File: src/design/ksf_pkg.sv
// ----------------------------------------------------------------------------
// ksf_pkg
// Shared constants for the keyboard scancode FIFO: depth, widths, scancodes
// and operation codes.
// ----------------------------------------------------------------------------
package ksf_pkg;

    localparam int FIFO_DEPTH = 128;
    localparam int IDX_W      = $clog2(FIFO_DEPTH);
    localparam int CNT_W      = $clog2(FIFO_DEPTH + 1);
    localparam int FILL_W     = (CNT_W > 8) ? CNT_W : 8;

    localparam logic OP_SCAN = 1'b0;
    localparam logic OP_READ = 1'b1;

    localparam logic [7:0] SC_LSHIFT_MAKE  = 8'h2A;
    localparam logic [7:0] SC_RSHIFT_MAKE  = 8'h36;
    localparam logic [7:0] SC_LSHIFT_BREAK = 8'hAA;
    localparam logic [7:0] SC_RSHIFT_BREAK = 8'hB6;
    localparam logic [7:0] SC_CAPS_MAKE    = 8'h3A;
    localparam logic [7:0] SC_NUM_MAKE     = 8'h45;

    typedef logic [IDX_W-1:0] t_idx;
    typedef logic [CNT_W-1:0] t_cnt;

endpackage

File: src/design/ksf_if.sv
// ----------------------------------------------------------------------------
// ksf_if
// Valid/ready channels of the keyboard scancode FIFO: request in, result out.
// ----------------------------------------------------------------------------
interface ksf_in_if;
    logic       valid;
    logic       ready;
    logic       operation;
    logic [7:0] scan_byte;

    modport source (output valid, output operation, output scan_byte, input ready);
    modport sink   (input valid, input operation, input scan_byte, output ready);
endinterface

interface ksf_out_if;
    logic       valid;
    logic       ready;
    logic [7:0] read_byte;
    logic       read_valid;
    logic       led_refresh;
    logic [2:0] led_mask;
    logic       dropped;
    logic       uppercase;
    logic [7:0] fill_level;

    modport source (
        output valid, output read_byte, output read_valid, output led_refresh,
        output led_mask, output dropped, output uppercase, output fill_level,
        input ready
    );
    modport sink (
        input valid, input read_byte, input read_valid, input led_refresh,
        input led_mask, input dropped, input uppercase, input fill_level,
        output ready
    );
endinterface

File: src/design/keyboard_scancode_fifo_with_modifiers_core.sv
// An input passes through the input register, then the result register.
// One item per cycle unless the output stalls; state and FIFO update in one pass.
// The FIFO store is a single-port-write, single-read memory with registered read.
// Reset (sync, active low) clears modifiers, indexes, count and stage valids.
// FIFO contents are not cleared; entries are only read after being written.
// ----------------------------------------------------------------------------
// keyboard_scancode_fifo_with_modifiers_core
// PS/2 set-1 scancode ring FIFO with shift, caps lock and num lock tracking.
// ----------------------------------------------------------------------------
module keyboard_scancode_fifo_with_modifiers_core (
    input  logic          i_clk,
    input  logic          i_rst_n,
    ksf_in_if.sink        i_in,
    ksf_out_if.source     o_out
);
    import ksf_pkg::*;

    logic       r_s1_v;
    logic       r_s1_op;
    logic [7:0] r_s1_byte;

    logic r_shift, r_caps, r_num;
    logic n_shift, n_caps, n_num;
    t_idx r_wr, r_rd, n_wr, n_rd;
    t_cnt r_cnt, n_cnt;

    logic [7:0] r_mem [FIFO_DEPTH];
    logic [7:0] r_mem_q;

    logic       r_o_v;
    logic       r_o_rd_valid;
    logic       r_o_refresh;
    logic [2:0] r_o_mask;
    logic       r_o_drop;
    logic       r_o_upper;
    logic [7:0] r_o_fill;

    logic              s2_ready, s1_fire, is_scan, full, empty, push, pop, refresh;
    logic [FILL_W-1:0] cnt_ext;

    assign s2_ready   = !r_o_v || o_out.ready;
    assign s1_fire    = r_s1_v && s2_ready;
    assign i_in.ready = !r_s1_v || s2_ready;

    assign is_scan = (r_s1_op == OP_SCAN);
    assign full    = (r_cnt == CNT_W'(FIFO_DEPTH));
    assign empty   = (r_cnt == '0);
    assign push    = is_scan && !full;
    assign pop     = !is_scan && !empty;

    always_comb begin
        n_shift = r_shift;
        n_caps  = r_caps;
        n_num   = r_num;
        refresh = 1'b0;
        if (is_scan) begin
            unique case (r_s1_byte)
                SC_LSHIFT_MAKE, SC_RSHIFT_MAKE: begin
                    n_shift = 1'b1;
                end
                SC_LSHIFT_BREAK, SC_RSHIFT_BREAK: begin
                    n_shift = 1'b0;
                end
                SC_CAPS_MAKE: begin
                    n_caps  = !r_caps;
                    refresh = 1'b1;
                end
                SC_NUM_MAKE: begin
                    n_num   = !r_num;
                    refresh = 1'b1;
                end
                default: begin
                end
            endcase
        end
    end

    always_comb begin
        n_wr  = r_wr;
        n_rd  = r_rd;
        n_cnt = r_cnt;
        if (push) begin
            n_wr  = (r_wr == IDX_W'(FIFO_DEPTH - 1)) ? '0 : r_wr + 1'b1;
            n_cnt = r_cnt + 1'b1;
        end else if (pop) begin
            n_rd  = (r_rd == IDX_W'(FIFO_DEPTH - 1)) ? '0 : r_rd + 1'b1;
            n_cnt = r_cnt - 1'b1;
        end
    end

    assign cnt_ext = FILL_W'(n_cnt);

    always_ff @(posedge i_clk) begin
        if (!i_rst_n) begin
            r_s1_v <= 1'b0;
        end else if (i_in.valid && i_in.ready) begin
            r_s1_v <= 1'b1;
        end else if (s1_fire) begin
            r_s1_v <= 1'b0;
        end
    end

    always_ff @(posedge i_clk) begin
        if (i_in.valid && i_in.ready) begin
            r_s1_op   <= i_in.operation;
            r_s1_byte <= i_in.scan_byte;
        end
    end

    always_ff @(posedge i_clk) begin
        if (!i_rst_n) begin
            r_shift <= 1'b0;
            r_caps  <= 1'b0;
            r_num   <= 1'b0;
            r_wr    <= '0;
            r_rd    <= '0;
            r_cnt   <= '0;
        end else if (s1_fire) begin
            r_shift <= n_shift;
            r_caps  <= n_caps;
            r_num   <= n_num;
            r_wr    <= n_wr;
            r_rd    <= n_rd;
            r_cnt   <= n_cnt;
        end
    end

    always_ff @(posedge i_clk) begin
        if (s1_fire && push) begin
            r_mem[r_wr] <= r_s1_byte;
        end
    end

    always_ff @(posedge i_clk) begin
        if (s1_fire && pop) begin
            r_mem_q <= r_mem[r_rd];
        end
    end

    always_ff @(posedge i_clk) begin
        if (!i_rst_n) begin
            r_o_v <= 1'b0;
        end else if (s1_fire) begin
            r_o_v <= 1'b1;
        end else if (o_out.ready) begin
            r_o_v <= 1'b0;
        end
    end

    always_ff @(posedge i_clk) begin
        if (s1_fire) begin
            r_o_rd_valid <= pop;
            r_o_refresh  <= refresh;
            r_o_mask     <= refresh ? {n_caps, n_num, 1'b0} : 3'b000;
            r_o_drop     <= is_scan && full;
            r_o_upper    <= n_shift || n_caps;
            r_o_fill     <= cnt_ext[7:0];
        end
    end

    assign o_out.valid       = r_o_v;
    assign o_out.read_byte   = r_o_rd_valid ? r_mem_q : 8'h00;
    assign o_out.read_valid  = r_o_rd_valid;
    assign o_out.led_refresh = r_o_refresh;
    assign o_out.led_mask    = r_o_mask;
    assign o_out.dropped     = r_o_drop;
    assign o_out.uppercase   = r_o_upper;
    assign o_out.fill_level  = r_o_fill;

endmodule

File: src/flat_wrapper.sv
// flat-port wrapper written by rule: the top's interface ports become plain ports
module keyboard_scancode_fifo_with_modifiers_core_flat import ksf_pkg::*;
  (i_clk, i_rst_n, i_in_valid, i_in_operation, i_in_scan_byte, i_in_ready, o_out_valid, o_out_read_byte, o_out_read_valid, o_out_led_refresh, o_out_led_mask, o_out_dropped, o_out_uppercase, o_out_fill_level, o_out_ready);
  ksf_in_if i_in_i ();
  ksf_out_if o_out_i ();
  input  logic i_clk;
  input  logic i_rst_n;
  input wire logic [$bits(i_in_i.valid)-1:0] i_in_valid;
  input wire logic [$bits(i_in_i.operation)-1:0] i_in_operation;
  input wire logic [$bits(i_in_i.scan_byte)-1:0] i_in_scan_byte;
  output wire logic [$bits(i_in_i.ready)-1:0] i_in_ready;
  output wire logic [$bits(o_out_i.valid)-1:0] o_out_valid;
  output wire logic [$bits(o_out_i.read_byte)-1:0] o_out_read_byte;
  output wire logic [$bits(o_out_i.read_valid)-1:0] o_out_read_valid;
  output wire logic [$bits(o_out_i.led_refresh)-1:0] o_out_led_refresh;
  output wire logic [$bits(o_out_i.led_mask)-1:0] o_out_led_mask;
  output wire logic [$bits(o_out_i.dropped)-1:0] o_out_dropped;
  output wire logic [$bits(o_out_i.uppercase)-1:0] o_out_uppercase;
  output wire logic [$bits(o_out_i.fill_level)-1:0] o_out_fill_level;
  input wire logic [$bits(o_out_i.ready)-1:0] o_out_ready;
  assign i_in_i.valid = i_in_valid;
  assign i_in_i.operation = i_in_operation;
  assign i_in_i.scan_byte = i_in_scan_byte;
  assign i_in_ready = i_in_i.ready;
  assign o_out_valid = o_out_i.valid;
  assign o_out_read_byte = o_out_i.read_byte;
  assign o_out_read_valid = o_out_i.read_valid;
  assign o_out_led_refresh = o_out_i.led_refresh;
  assign o_out_led_mask = o_out_i.led_mask;
  assign o_out_dropped = o_out_i.dropped;
  assign o_out_uppercase = o_out_i.uppercase;
  assign o_out_fill_level = o_out_i.fill_level;
  assign o_out_i.ready = o_out_ready;
  keyboard_scancode_fifo_with_modifiers_core u_core (.i_clk(i_clk), .i_rst_n(i_rst_n), .i_in(i_in_i), .o_out(o_out_i));
endmodule
File: config.mk
export PLATFORM = sky130hd
export DESIGN_NAME = keyboard_scancode_fifo_with_modifiers_core_flat
export DESIGN_NICKNAME = d
export VERILOG_FILES = /design/src/design/ksf_pkg.sv /design/src/design/ksf_if.sv /design/src/design/keyboard_scancode_fifo_with_modifiers_core.sv /design/src/flat_wrapper.sv
export SDC_FILE = /design/constraint.sdc
export NUM_CORES = 1
export LEC_CHECK = 0
export ABC_CLOCK_PERIOD_IN_PS = 3080
export BUFFER_PORTS_ARGS = -buffer_cell sky130_fd_sc_hd__buf_2
export CORE_MARGIN = 3
export CORE_UTILIZATION = 43
export DETAILED_ROUTE_END_ITERATION = 16
export SKIP_LAST_GASP = 1
export SLEW_MARGIN = 5
export SYNTH_ARGS = -nofsm -noshare
export SYNTH_HDL_FRONTEND = slang
export SYNTH_SLANG_ARGS = --single-unit
File: constraint.sdc
create_clock -name i_clk -period 3.08 [get_ports i_clk]
set_input_delay 0.154 -clock i_clk [delete_from_list [all_inputs] [get_ports i_clk]]
set_output_delay 0.154 -clock i_clk [all_outputs]
set_load 0.005 [all_outputs]
==> impl_results.md <==
* Synth top area share at 0.7448
* Routed length per instance at approximately 29 um
* Top Ports at 38
* Die X at between 300 and 400 um
* Final worst path period share at 0.9733
* Footprint of the multi-input gates at about 0.0096 mm2
* Max IR drop VDD at ~450 uV
* Largest net degree at the start of global routing at 130
* DIE HEIGHT at 320.5 um
* IO Port Bufs at 36
* Fin nets at between 2k and 3k
* Synth cell types at 70
* Final Hold Fails at 0
* HP Class: in -> reg
* Area grow syn2layout at 17.00%
* CTS tree: yes
* Share of synthesized registers carrying an async set or reset at 0
* CTS clk-pin slew, worst paths at 70 ps
* Storage cell area at 0.03223 mm2
* First-pass GRT wire length at ~160 mm
* Max Transition Viols Final at 0
* Fmax at about 330 MHz
* Mean Syn Cell Area at between 15 and 20 um2
* Placed cell area at about 0.046 mm2
* Setup CP Type: reg -> reg
* Outcome: complete, no violations
* Yosys reg bits at approximately 1.1k
* Seq/Total Area, Yosys at 0.7575
* Initial DRC Count at around 2.3k
* CTS root buf: clkbuf_16
* GR Overflow Total at 0
* Critical Path Sink Type: flop
* Syn Std Cell Area at ~0.043 mm2
* H-tree levels at 3
* Via count at roughly 22k
* Crit path DAT at about 3400 ps
* Final period demand of the worst path at about 3000 ps
* Post-route DRC at 0
* Most common cell after layout, fill and taps aside: edfxtp_1
* Max_cap viols at 0
* Ys Warns at 0
* RSZ-0062 raised after global routing: false
* PD cells at 622.3 mW/mm2
* Die area at slightly above 0.1 mm2
* Main synth FF type: edfxtp_1
* Sink Count at between 1k and 1.5k
* Leak at about 16 nW
* Clock skew at about 36 ps
* Global Route Usage Sum at 0.2137
* Final total power at 0.03097 W
* Num CTS Buffers at approximately 110
* Placer congestion estimate at about 0.87
* Post-synth top area cell: edfxtp_1
* Row count at ~110
* Vias/cell at between 5 and 6
* Vias in the first global route at roughly 23k
* Slew headroom at 0.1589
* CP Launch Type: flop
* EDFF count, synth at between 1k and 1.5k
* Worst Max-Slew Pin Slew at approximately 1300 ps
* Req. time, crit path at 3500 ps
* 1st-pass router iterations at 7
* Final Routed Wirelength at 110.3 mm
* Syn Nets at roughly 2.2k
* Initial Util at 0.4366
* Fin area at ~0.050 mm2
* Initial antenna violation count at 3
* Cells after Synth at roughly 2.2k
* Top cells by area, synth: edfxtp_1, mux4_2, mux2i_1
* Final ANT Viol Nets at 0
* Final setup vio count at 0
* Deepest clock path buffer count at 3
* Clk_lat worst skew at 690 ps
* Share of post-route cells with drive strength above 1 at 0.2780
* Most frequent cells in the layout: edfxtp_1, buf_4, mux4_2
* HPWL Detailed at 69.26 mm
* Core area at between 0.09 and 0.1 mm2
* Flop2flop setup slack at about 82 ps
* Max Fanout on Critical Path at 11
* Filler cells at roughly 7.7k
[cell usage after synthesis (16+ instances only)]
| cell | n |
|---|---|
| nor2b_1 | 19 |
| a211oi_1 | 20 |
| clkbuf_1 | 50 |
| nand2_1 | 63 |
| buf_4 | 24 |
| nor2_1 | 143 |
| a31oi_1 | 18 |
| dfxtp_1 | 27 |
| o21ai_0 | 18 |
| o22ai_1 | 37 |
| buf_6 | 16 |
| a22oi_1 | 32 |
| mux2i_1 | 152 |
| mux4_2 | 198 |
| buf_2 | 27 |
| and2_1 | 18 |
| nand3_1 | 19 |
| a21oi_1 | 31 |
| edfxtp_1 | 1055 |
[critical path, stage by stage, from the launching register on]
cell and delay [ps]:
dfxtp_4 590, buf_12 210, mux4_2 530, a22o_1 370
a211oi_1 490, a211oi_1 180, o32a_1 360
[metrics by stage]
stage	setup TNS, ps	utilization	setup WS, ps	hold WS [ps]	instances
finish	0	0.5108	82.11	201.0	3860
global route	0	0.5108	8.345	185.0	3859
CTS	0	0.5105	77.68	167.6	3858
detailed placement	0	0.4735	97.05	333.6	3643
global placement	0	0.4735	69.32	333.0	3643
floorplan	-300.9	-	-195.6	252.9	2164
[power by group]
group | internal [W] | leakage (nW) | total, W | switching, W
logic | 0.000747 | 4.31 | 0.00174 | 0.000993
registers | 0.0162 | 9.71 | 0.0163 | 0.0000945
clock network | 0.00742 | 1.71 | 0.0129 | 0.00547
total | 0.0244 | 15.7 | 0.0310 | 0.00656
[registers in the layout (all words and copies together) (netlist names), 2 cells and up]
| signal | cells |
|---|---|
| u_core.o_out.fill_level | 8 |
| u_core.o_out.led_mask | 2 |
| u_core.r_cnt | 8 |
| u_core.r_mem | 1024 |
| u_core.r_mem_q | 8 |
| u_core.r_rd | 7 |
| u_core.r_s1_byte | 8 |
| u_core.r_wr | 7 |
[worst paths after layout]
check | from | end | cells after the start
min reg2reg | u_core.r_wr[4] | u_core.r_wr[4] | 2
max | u_core.r_rd[1] | u_core.r_mem_q[7] | 6
max reg2reg | u_core.r_rd[1] | u_core.r_mem_q[7] | 6
min | i_in_scan_byte[1] | u_core.r_s1_byte[1] | 2
[cell type report]
class                           count  share of cell area
Tap cell                         1276             0.03208
Clock inverter                     70             0.01325
Multi-Input combinational cell    952              0.1926
Timing Repair Buffer              340             0.05722
Clock buffer                      131             0.05647
Inverter                            8           0.0006034
Antenna cell                        1          0.00005029
Sequential cell                  1082              0.6477
[metal layers]
| metal | vias to the layer above | GRT usage | wire length [um] |
|---|---|---|---|
| met4 | 2 | 0.06675 | 3390 |
| met1 | 11750 | 0.3033 | 46070 |
| met3 | 185 | 0.05925 | 10490 |
| met5 | - | 0 | 13 |
| li1 | 9537 | - | - |
| met2 | 966 | 0.3237 | 50310 |
[logic make-up (layout without fill, tap and decap cells)]
group           after synthesis  after routing  synth area share
compound gates              238            238           0.04042
xor+xnor                     19             19          0.003912
fa+ha+maj                     5              5          0.001471
buf+inv                     130            549           0.01730
flops                      1082           1082            0.7575
mux                         356            356            0.1422
other cells                   1              2        0.00008816
simple gates                333            333           0.03709
[what timing repair did]
item | CTS | global route
hold endpoints to repair | 16 | 0
setup endpoints to repair | 0 | 10
hold buffers | 14 | 0
gates resized for setup | 0 | 1
buffers inserted | 0 | 1
Note: power is estimated with default switching activity, not from simulation.
